File: config.mk
export PLATFORM = sky130hd
export DESIGN_NAME = proximity_follow_steering_unit
export DESIGN_NICKNAME = d
export VERILOG_FILES = /design/src/rtl/pfs_pkg.sv /design/src/rtl/pfs_lane.sv /design/src/rtl/pfs_merge.sv /design/src/rtl/pfs_steer.sv /design/src/rtl/proximity_follow_steering_unit.sv
export VERILOG_INCLUDE_DIRS = /design/src /design/src/rtl
export SDC_FILE = /design/constraint.sdc
export NUM_CORES = 1
export LEC_CHECK = 0
export ABC_AREA = 1
export BUFFER_PORTS_ARGS = -buffer_cell sky130_fd_sc_hd__buf_2
export CAP_MARGIN = 25
export CORE_ASPECT_RATIO = 0.9
export CORE_MARGIN = 2
export CORE_UTILIZATION = 38
export DETAILED_ROUTE_END_ITERATION = 10
export PLACE_DENSITY = 0.56
export SLEW_MARGIN = 20
export SYNTH_ARGS = -nofsm -noshare
export SYNTH_HDL_FRONTEND = slang
export SYNTH_HIERARCHICAL = 1
export SYNTH_SLANG_ARGS = --single-unit
File: constraint.sdc
create_clock -name i_clk -period 4.7 [get_ports i_clk]
set_input_delay 0 -clock i_clk [delete_from_list [all_inputs] [get_ports i_clk]]
set_output_delay 0 -clock i_clk [all_outputs]
set_load 0.01 [all_outputs]
File: src/rtl/proximity_follow_steering_unit_assert.svh
// Assertion macros for the steering unit top-level source.
`ifndef PROXIMITY_FOLLOW_STEERING_UNIT_ASSERT_SVH
`define PROXIMITY_FOLLOW_STEERING_UNIT_ASSERT_SVH

`ifndef NO_ASSERTIONS

// Checked only while out of reset.
`define PFS_ASSERT(label, clk, rst_n, prop, msg) \
    label: assert property (@(posedge clk) disable iff (!rst_n) prop) \
        else $error(msg);

// Checked at every edge, reset included.
`define PFS_ASSERT_ALWAYS(label, clk, prop, msg) \
    label: assert property (@(posedge clk) prop) \
        else $error(msg);

`else

`define PFS_ASSERT(label, clk, rst_n, prop, msg)
`define PFS_ASSERT_ALWAYS(label, clk, prop, msg)

`endif

`endif

File: src/rtl/pfs_pkg.sv
package pfs_pkg;

    localparam int SENSOR_COUNT = 8;
    localparam int SENSOR_W     = 13;
    localparam int IDX_W        = 3;
    localparam int SPEED_W      = 12;
    localparam int LIMIT_W      = 11;
    localparam int THR_W        = 12;
    localparam int CFG_IDX_W    = 2;
    localparam int CFG_DATA_W   = 12;

    localparam int IN_TDATA_W   = ((SENSOR_COUNT * SENSOR_W + 7) / 8) * 8;
    localparam int OUT_FIELDS_W = 2 * SPEED_W + 2 * IDX_W;
    localparam int OUT_TDATA_W  = ((OUT_FIELDS_W + 7) / 8) * 8;

    // Register indexes on the configuration channel
    localparam logic [CFG_IDX_W-1:0] REG_SPEED_LIMIT    = 2'd0;
    localparam logic [CFG_IDX_W-1:0] REG_NEAR_THRESHOLD = 2'd1;
    localparam logic [CFG_IDX_W-1:0] REG_FAR_THRESHOLD  = 2'd2;

    localparam logic [LIMIT_W-1:0] RESET_SPEED_LIMIT    = 11'd500;
    localparam logic [THR_W-1:0]   RESET_NEAR_THRESHOLD = 12'd2500;
    localparam logic [THR_W-1:0]   RESET_FAR_THRESHOLD  = 12'd2000;

    localparam logic [IDX_W-1:0] SENSOR_FRONT_RIGHT = 3'd0;
    localparam logic [IDX_W-1:0] SENSOR_FRONT_LEFT  = 3'd7;

    typedef logic signed [SENSOR_W-1:0] t_sensor;
    typedef t_sensor t_sensor_arr [SENSOR_COUNT];
    typedef logic signed [SPEED_W-1:0] t_speed;

    typedef struct packed {
        logic is_first;
        logic is_second;
    } t_lane_flags;

    typedef t_lane_flags t_lane_arr [SENSOR_COUNT];

    typedef struct packed {
        logic [LIMIT_W-1:0] speed_limit;
        logic [THR_W-1:0]   near_threshold;
        logic [THR_W-1:0]   far_threshold;
    } t_cfg;

endpackage

File: src/rtl/pfs_lane.sv
module pfs_lane
    import pfs_pkg::*;
#(
    parameter int unsigned LANE = 0
) (
    input  t_sensor_arr i_sensors,
    output t_lane_flags o_flags
);

    logic [SENSOR_COUNT-1:0] w_beat;

    // A sensor beats this lane when stronger, or equal and earlier.
    always_comb begin
        for (int j = 0; j < SENSOR_COUNT; j++) begin
            if (j == LANE) begin
                w_beat[j] = 1'b0;
            end else if (j < LANE) begin
                w_beat[j] = (i_sensors[j] >= i_sensors[LANE]);
            end else begin
                w_beat[j] = (i_sensors[j] > i_sensors[LANE]);
            end
        end
    end

    assign o_flags.is_first  = ~|w_beat;
    assign o_flags.is_second = $onehot(w_beat);

endmodule

File: src/rtl/pfs_merge.sv
module pfs_merge
    import pfs_pkg::*;
(
    input  t_sensor_arr       i_sensors,
    input  t_lane_arr         i_flags,
    output logic [IDX_W-1:0]  o_first,
    output logic [IDX_W-1:0]  o_second,
    output t_sensor           o_max
);

    // Exactly one lane raises each flag, so an OR over the lanes encodes it.
    always_comb begin
        o_first  = '0;
        o_second = '0;
        o_max    = '0;
        for (int i = 0; i < SENSOR_COUNT; i++) begin
            if (i_flags[i].is_first) begin
                o_first = o_first | IDX_W'(i);
                o_max   = o_max | i_sensors[i];
            end
            if (i_flags[i].is_second) begin
                o_second = o_second | IDX_W'(i);
            end
        end
    end

endmodule

File: src/rtl/pfs_steer.sv
module pfs_steer
    import pfs_pkg::*;
(
    input  t_cfg              i_cfg,
    input  logic [IDX_W-1:0]  i_first,
    input  logic [IDX_W-1:0]  i_second,
    input  t_sensor           i_max,
    output t_speed            o_left,
    output t_speed            o_right
);

    logic signed [SENSOR_W:0] w_max_ext;
    logic signed [SENSOR_W:0] w_far_ext;
    logic signed [SENSOR_W:0] w_near_ext;
    logic   w_gt_far;
    logic   w_lt_far;
    logic   w_gt_near;
    logic   w_both_front;
    t_speed w_lim;
    t_speed w_neg_lim;
    t_speed w_lim_half;
    t_speed w_neg_half;
    t_speed w_lim_qtr;
    t_speed w_a;
    t_speed w_b;
    t_speed w_a_half;
    t_speed w_b_half;

    assign w_max_ext  = (SENSOR_W + 1)'(i_max);
    assign w_far_ext  = $signed({2'b00, i_cfg.far_threshold});
    assign w_near_ext = $signed({2'b00, i_cfg.near_threshold});
    assign w_gt_far   = (w_max_ext > w_far_ext);
    assign w_lt_far   = (w_max_ext < w_far_ext);
    assign w_gt_near  = (w_max_ext > w_near_ext);

    assign w_lim      = $signed({1'b0, i_cfg.speed_limit});
    assign w_neg_lim  = -w_lim;
    assign w_lim_half = $signed({2'b00, i_cfg.speed_limit[LIMIT_W-1:1]});
    assign w_neg_half = -w_lim_half;
    assign w_lim_qtr  = $signed({3'b000, i_cfg.speed_limit[LIMIT_W-1:2]});

    // Turn profile (a, b) and its halves, truncated toward zero.
    always_comb begin
        if (w_gt_far) begin
            w_a      = w_lim;
            w_b      = w_neg_lim;
            w_a_half = w_lim_half;
            w_b_half = w_neg_half;
        end else if (w_lt_far) begin
            w_a      = w_lim;
            w_b      = w_lim_half;
            w_a_half = w_lim_half;
            w_b_half = w_lim_qtr;
        end else begin
            w_a      = '0;
            w_b      = '0;
            w_a_half = '0;
            w_b_half = '0;
        end
    end

    assign w_both_front =
        ((i_first == SENSOR_FRONT_RIGHT) && (i_second == SENSOR_FRONT_LEFT)) ||
        ((i_first == SENSOR_FRONT_LEFT) && (i_second == SENSOR_FRONT_RIGHT));

    always_comb begin
        if (w_both_front) begin
            // Hold distance: back off, approach or stop.
            if (w_gt_near) begin
                o_left  = w_neg_lim;
                o_right = w_neg_lim;
            end else if (w_lt_far) begin
                o_left  = w_lim;
                o_right = w_lim;
            end else begin
                o_left  = '0;
                o_right = '0;
            end
        end else if (i_first == SENSOR_FRONT_RIGHT) begin
            o_left  = w_a_half;
            o_right = w_b_half;
        end else if (i_first == SENSOR_FRONT_LEFT) begin
            o_left  = w_b_half;
            o_right = w_a_half;
        end else if (i_first inside {[3'd1:3'd3]}) begin
            o_left  = w_a;
            o_right = w_b;
        end else begin
            o_left  = w_b;
            o_right = w_a;
        end
    end

endmodule

File: src/rtl/proximity_follow_steering_unit.sv
// Proximity-follow steering unit.
// s_axis carries one frame of eight 13-bit signed proximity readings per beat,
// sensor 0 (front right) in the low bits up to sensor 7 (front left).
// m_axis returns one steering beat per frame: left and right wheel speeds
// (12-bit signed) and the indexes of the strongest and second strongest sensor.
// The cfg channel writes speed_limit (0), near_threshold (1) and
// far_threshold (2); o_cfg_ready is always high, other indexes are dropped.
// Write the registers only while no frame is in flight.
// Two register stages: the eight rank lanes and the merge feed a stage
// register, then the speed logic feeds the output register, which drives
// m_axis. Throughput is one frame per cycle while m_axis does not stall.
// When m_axis stalls, the result holds in the output register and one more
// frame may still enter the lane stage register; s_axis_tready drops once
// both are full. Synchronous reset empties both stages and loads the
// register defaults 500, 2500 and 2000.
`include "proximity_follow_steering_unit_assert.svh"

module proximity_follow_steering_unit
    import pfs_pkg::*;
(
    input  logic                   i_clk,
    input  logic                   i_rst_n,

    input  logic                   s_axis_tvalid,
    output logic                   s_axis_tready,
    // sensor_0 .. sensor_7, 13 bits each, from the low bits up
    input  logic [IN_TDATA_W-1:0]  s_axis_tdata,

    output logic                   m_axis_tvalid,
    input  logic                   m_axis_tready,
    // left_speed[11:0], right_speed[23:12], nearest_sensor[26:24],
    // runner_up_sensor[29:27], zero[31:30]
    output logic [OUT_TDATA_W-1:0] m_axis_tdata,

    input  logic                   i_cfg_valid,
    output logic                   o_cfg_ready,
    input  logic [CFG_IDX_W-1:0]   i_cfg_index,
    input  logic [CFG_DATA_W-1:0]  i_cfg_data
);

    t_cfg r_cfg;
    t_cfg n_cfg;

    t_sensor_arr w_sensors;
    t_lane_arr   w_flags;
    logic [IDX_W-1:0] w_first;
    logic [IDX_W-1:0] w_second;
    t_sensor          w_max;
    logic [SENSOR_COUNT-1:0] w_first_vec;
    logic [SENSOR_COUNT-1:0] w_second_vec;

    logic             r_s1_valid;
    logic [IDX_W-1:0] r_s1_first;
    logic [IDX_W-1:0] r_s1_second;
    t_sensor          r_s1_max;

    t_speed w_left;
    t_speed w_right;

    logic             r_out_valid;
    t_speed           r_out_left;
    t_speed           r_out_right;
    logic [IDX_W-1:0] r_out_nearest;
    logic [IDX_W-1:0] r_out_runner;

    logic w_s_fire;
    logic w_adv1;

    // Configuration registers
    assign o_cfg_ready = 1'b1;

    always_comb begin
        n_cfg = r_cfg;
        if (i_cfg_valid) begin
            case (i_cfg_index)
                REG_SPEED_LIMIT:    n_cfg.speed_limit    = i_cfg_data[LIMIT_W-1:0];
                REG_NEAR_THRESHOLD: n_cfg.near_threshold = i_cfg_data[THR_W-1:0];
                REG_FAR_THRESHOLD:  n_cfg.far_threshold  = i_cfg_data[THR_W-1:0];
                default:            n_cfg = r_cfg;
            endcase
        end
    end

    always_ff @(posedge i_clk) begin
        if (!i_rst_n) begin
            r_cfg.speed_limit    <= RESET_SPEED_LIMIT;
            r_cfg.near_threshold <= RESET_NEAR_THRESHOLD;
            r_cfg.far_threshold  <= RESET_FAR_THRESHOLD;
        end else begin
            r_cfg <= n_cfg;
        end
    end

    // Rank lanes, one per sensor
    for (genvar g = 0; g < SENSOR_COUNT; g++) begin : g_lane
        assign w_sensors[g]    = s_axis_tdata[g*SENSOR_W +: SENSOR_W];
        assign w_first_vec[g]  = w_flags[g].is_first;
        assign w_second_vec[g] = w_flags[g].is_second;

        pfs_lane #(
            .LANE(g)
        ) u_lane (
            .i_sensors(w_sensors),
            .o_flags  (w_flags[g])
        );
    end

    pfs_merge u_merge (
        .i_sensors(w_sensors),
        .i_flags  (w_flags),
        .o_first  (w_first),
        .o_second (w_second),
        .o_max    (w_max)
    );

    // Pipeline control: a stage advances when the one after it is free.
    assign w_adv1        = !r_out_valid || m_axis_tready;
    assign s_axis_tready = !r_s1_valid || w_adv1;
    assign w_s_fire      = s_axis_tvalid && s_axis_tready;

    always_ff @(posedge i_clk) begin
        if (!i_rst_n) begin
            r_s1_valid <= 1'b0;
        end else if (s_axis_tready) begin
            r_s1_valid <= s_axis_tvalid;
        end
    end

    always_ff @(posedge i_clk) begin
        if (w_s_fire) begin
            r_s1_first  <= w_first;
            r_s1_second <= w_second;
            r_s1_max    <= w_max;
        end
    end

    pfs_steer u_steer (
        .i_cfg   (r_cfg),
        .i_first (r_s1_first),
        .i_second(r_s1_second),
        .i_max   (r_s1_max),
        .o_left  (w_left),
        .o_right (w_right)
    );

    always_ff @(posedge i_clk) begin
        if (!i_rst_n) begin
            r_out_valid <= 1'b0;
        end else if (w_adv1) begin
            r_out_valid <= r_s1_valid;
        end
    end

    always_ff @(posedge i_clk) begin
        if (w_adv1 && r_s1_valid) begin
            r_out_left    <= w_left;
            r_out_right   <= w_right;
            r_out_nearest <= r_s1_first;
            r_out_runner  <= r_s1_second;
        end
    end

    assign m_axis_tvalid = r_out_valid;
    assign m_axis_tdata  = {(OUT_TDATA_W - OUT_FIELDS_W)'(0), r_out_runner, r_out_nearest,
                            r_out_right, r_out_left};

    `PFS_ASSERT(a_lane_ranks, i_clk, i_rst_n, s_axis_tvalid |-> ($onehot(w_first_vec) && $onehot(w_second_vec) && ((w_first_vec & w_second_vec) == '0)), "lane ranks not unique")
    `PFS_ASSERT(a_out_distinct, i_clk, i_rst_n, r_out_valid |-> (r_out_nearest != r_out_runner), "nearest equals runner-up")
    `PFS_ASSERT(a_stage_hold, i_clk, i_rst_n, (r_s1_valid && !w_adv1) |=> (r_s1_valid && $stable(r_s1_first) && $stable(r_s1_max)), "stalled stage lost its frame")
    `PFS_ASSERT_ALWAYS(a_reset_empty, i_clk, !i_rst_n |=> (!r_out_valid && !r_s1_valid), "pipeline not empty after reset")

endmodule

==> results.tsv <==
stage	metric	value	unit
placed_design	IO Port Bufs	154	
route	WL per Instance	21.0	um
route	vias	27300	
cells_and_area	fillers	7487	
cells_and_area	area grow syn2layout	10.6	%
setup_path	family with the most delay on the worst path	adder cells	
timing	Highest Clock Rate	0.253	GHz
setup_path	reg2reg setup slack	1.21	ns
timing	max_slew headroom	32.8	%
global_route	pin count of the biggest net entering global routing	37	
global_route	gr busiest metal	met2	
setup_path	WP data required	4.94	ns
global_route	grt met1 use	41.4	%
timing	max-slew violations	0	
setup_path	Startpoint Class	input port	
setup_path	Crit Path Class	input port to register	
cells_and_area	sequential cell area	2210	um2
clock_network	CTS buffer count	9	
global_route	number of global-route vias before repair	24300	
synth	Mapped Cells	4104	
synth	Synth Cell Area	26600	um2
setup_path	CP Depth	19	
timing	WHS	0.0680	ns
route	final WL	111000	um
floorplan	die extent in y	255	um
clock_network	htree depth	3	
power_and_ir_drop	P_leak	17.3	nW
timing	final hold violations	0	
clock_network	clock slew at reported path FFs	0.09	ns
global_route	overall global routing resource usage	30.0	%
power_and_ir_drop	Switching Power	2.59	mW
cells_and_area	commonest non-fill, non-tap cell in the layout	nand2_1	
setup_path	CP endpoint kind	register	
floorplan	IO Pins	158	
synth	yosys warns	6	
clock_network	root buffer cell	clkbuf_16	
route	drt drc	0	
synth	Avg Inst Size Synth	6.49	um2
global_route	met3 GRT Util	3.98	%
placed_design	hpwl dp	93000	um
floorplan	Starting Density	38.2	%
timing	# setup viols final	0	
floorplan	row count	92	
power_and_ir_drop	Comb power frac	66.1	%
route	drt pass-1 iters	8	
power_and_ir_drop	clock network fraction of total power	14.3	%
setup_path	Worst EP arrival	4.20	ns
setup_path	Critical Path Max Stage Delay	0.53	ns
power_and_ir_drop	pwr/cell area	171	nW/um2
power_and_ir_drop	sequential power share	19.5	%
placed_design	GP Congestion	0.999	
cells_and_area	Nets	5254	
floorplan	die width	283	um
global_route	GR Overflow Total	0	
clock_network	worst skew pair latency	0.37	ns
cells_and_area	multi-input logic area	21500	um2
clock_network	Max Root-Sink Buffers	2	
timing	final worst-path cycle share	84.1	%
route	Post-DRT Antenna Nets	0	
setup_path	crit-path cells	buf_2, inv_1, ha_1, nand2_1, inv_2, nand3_1, nor3_1, o21ai_1, nand4_1, nand3_1, fa_1, inv_1, fa_1, inv_1, fa_1, fa_1, nor3b_1, inv_1, nand3_1	
cells_and_area	commonest cells after routing, fill and taps aside	nand2_1, ha_1, inv_1, nand3_1, a21oi_1	
clock_network	Post-CTS Resized	0	
global_route	met2 Usage GRT	46.3	%
global_route	first-pass GRT wire length	161000	um
worst_hold_path	hold path depth	3	
worst_hold_path	class of the worst hold path	input port to register	
power_and_ir_drop	Internal	2.45	mW
timing	setup TNS	0	ns
timing	Final min period	3.95	ns
timing	clk_skew	0.0239	ns
global_route	initial antenna violation count	2	
setup_path	CP Max Fanout	7	
clock_network	CTS tree	built	
status	status	finished clean	
floorplan	die area	72200	um2
power_and_ir_drop	switching share of power	51.4	%
clock_network	CTS sink count	86	
power_and_ir_drop	Peak VDD IR	0.000122	V
setup_path	cell at the slowest stage of the critical path	fa_1	
run	Max Cap Viol	0	
route	vias per cell	5.17	
floorplan	core area	69600	um2
timing	Tightest Pin Transition	1.01	ns
setup_path	r2r worst-path depth	13	
route	initial DRC count	2806	
cells_and_area	share of cells above drive strength 1	10.4	%
setup_path	buffer and inverter count on the worst path	6	
timing	unrepaired setup endpoints after global routing	false	
## cell type report
cell class / count / area share (%)
diodes: 2 / 0.0170
clock buffers: 9 / 0.765
clock inverters: 7 / 0.204
inverters: 685 / 8.75
multi-input cells: 3277 / 72.9
flip-flops and latches: 86 / 7.51
well taps: 940 / 3.99
repair buffers: 276 / 5.85
## repair_timing
action                    4_1_cts  5_1_grt
hold buffers                   14        0
hold endpoints to repair       30        0
buffers inserted                0        0
## worst paths after layout
path,to,startpoint
min reg2reg,r_cfg[7]$_SDFFE_PN1P_,r_cfg[7]$_SDFFE_PN1P_
max reg2reg,r_out_left[9]$_DFFE_PP_,r_s1_max[12]$_DFFE_PP_
min,r_cfg[18]$_SDFFE_PN1P_,i_cfg_index[0]
max,r_s1_second[2]$_DFFE_PP_,s_axis_tdata[90]
## worst min-delay path, stage by stage
cell and delay (ns):
buf_2 0.19, nand4_1 0.13, nand3_1 0.07
## metal layers
metal	up-vias	wire, um
li1	13900	-
met1	12200	50600
met2	1012	45800
met3	189	8180
met4	0	6090
met5	-	0
## registers in the layout, indices dropped and copies added, names as in the netlist
name and count:
r_s1_first 3, r_out_left 12, r_s1_max 13, m_axis_tvalid 1, r_out_right 12, r_out_nearest 3, r_s1_valid 1, r_cfg 35
r_out_runner 3, r_s1_second 3
## power groups by stage
stage / Combinational [mW] / Sequential [mW] / Clock, mW
after floorplan: 2.12 / 0.962 / 0
after global placement: 3.21 / 0.996 / 0
after detailed placement: 3.25 / 0.995 / 0
after CTS: 3.27 / 0.979 / 0.730
after global routing: 3.77 / 0.986 / 0.761
final: 3.33 / 0.983 / 0.722
## stage by stage
step | instance area [um2] | total power [mW] | setup WS [ns] | instances | util, %
floorplan | 26600 | 3.09 | 1.29 | 4105 | -
global route | 29400 | 5.52 | 0.495 | 5280 | 42.3
detailed placement | 29000 | 4.24 | 0.437 | 5250 | 41.7
finish | 29500 | 5.03 | 0.747 | 5282 | 42.3
CTS | 29400 | 4.98 | 0.845 | 5280 | 42.3
global placement | 29000 | 4.21 | 0.490 | 5250 | 41.7
Note: power is estimated with default switching activity, not from simulation.
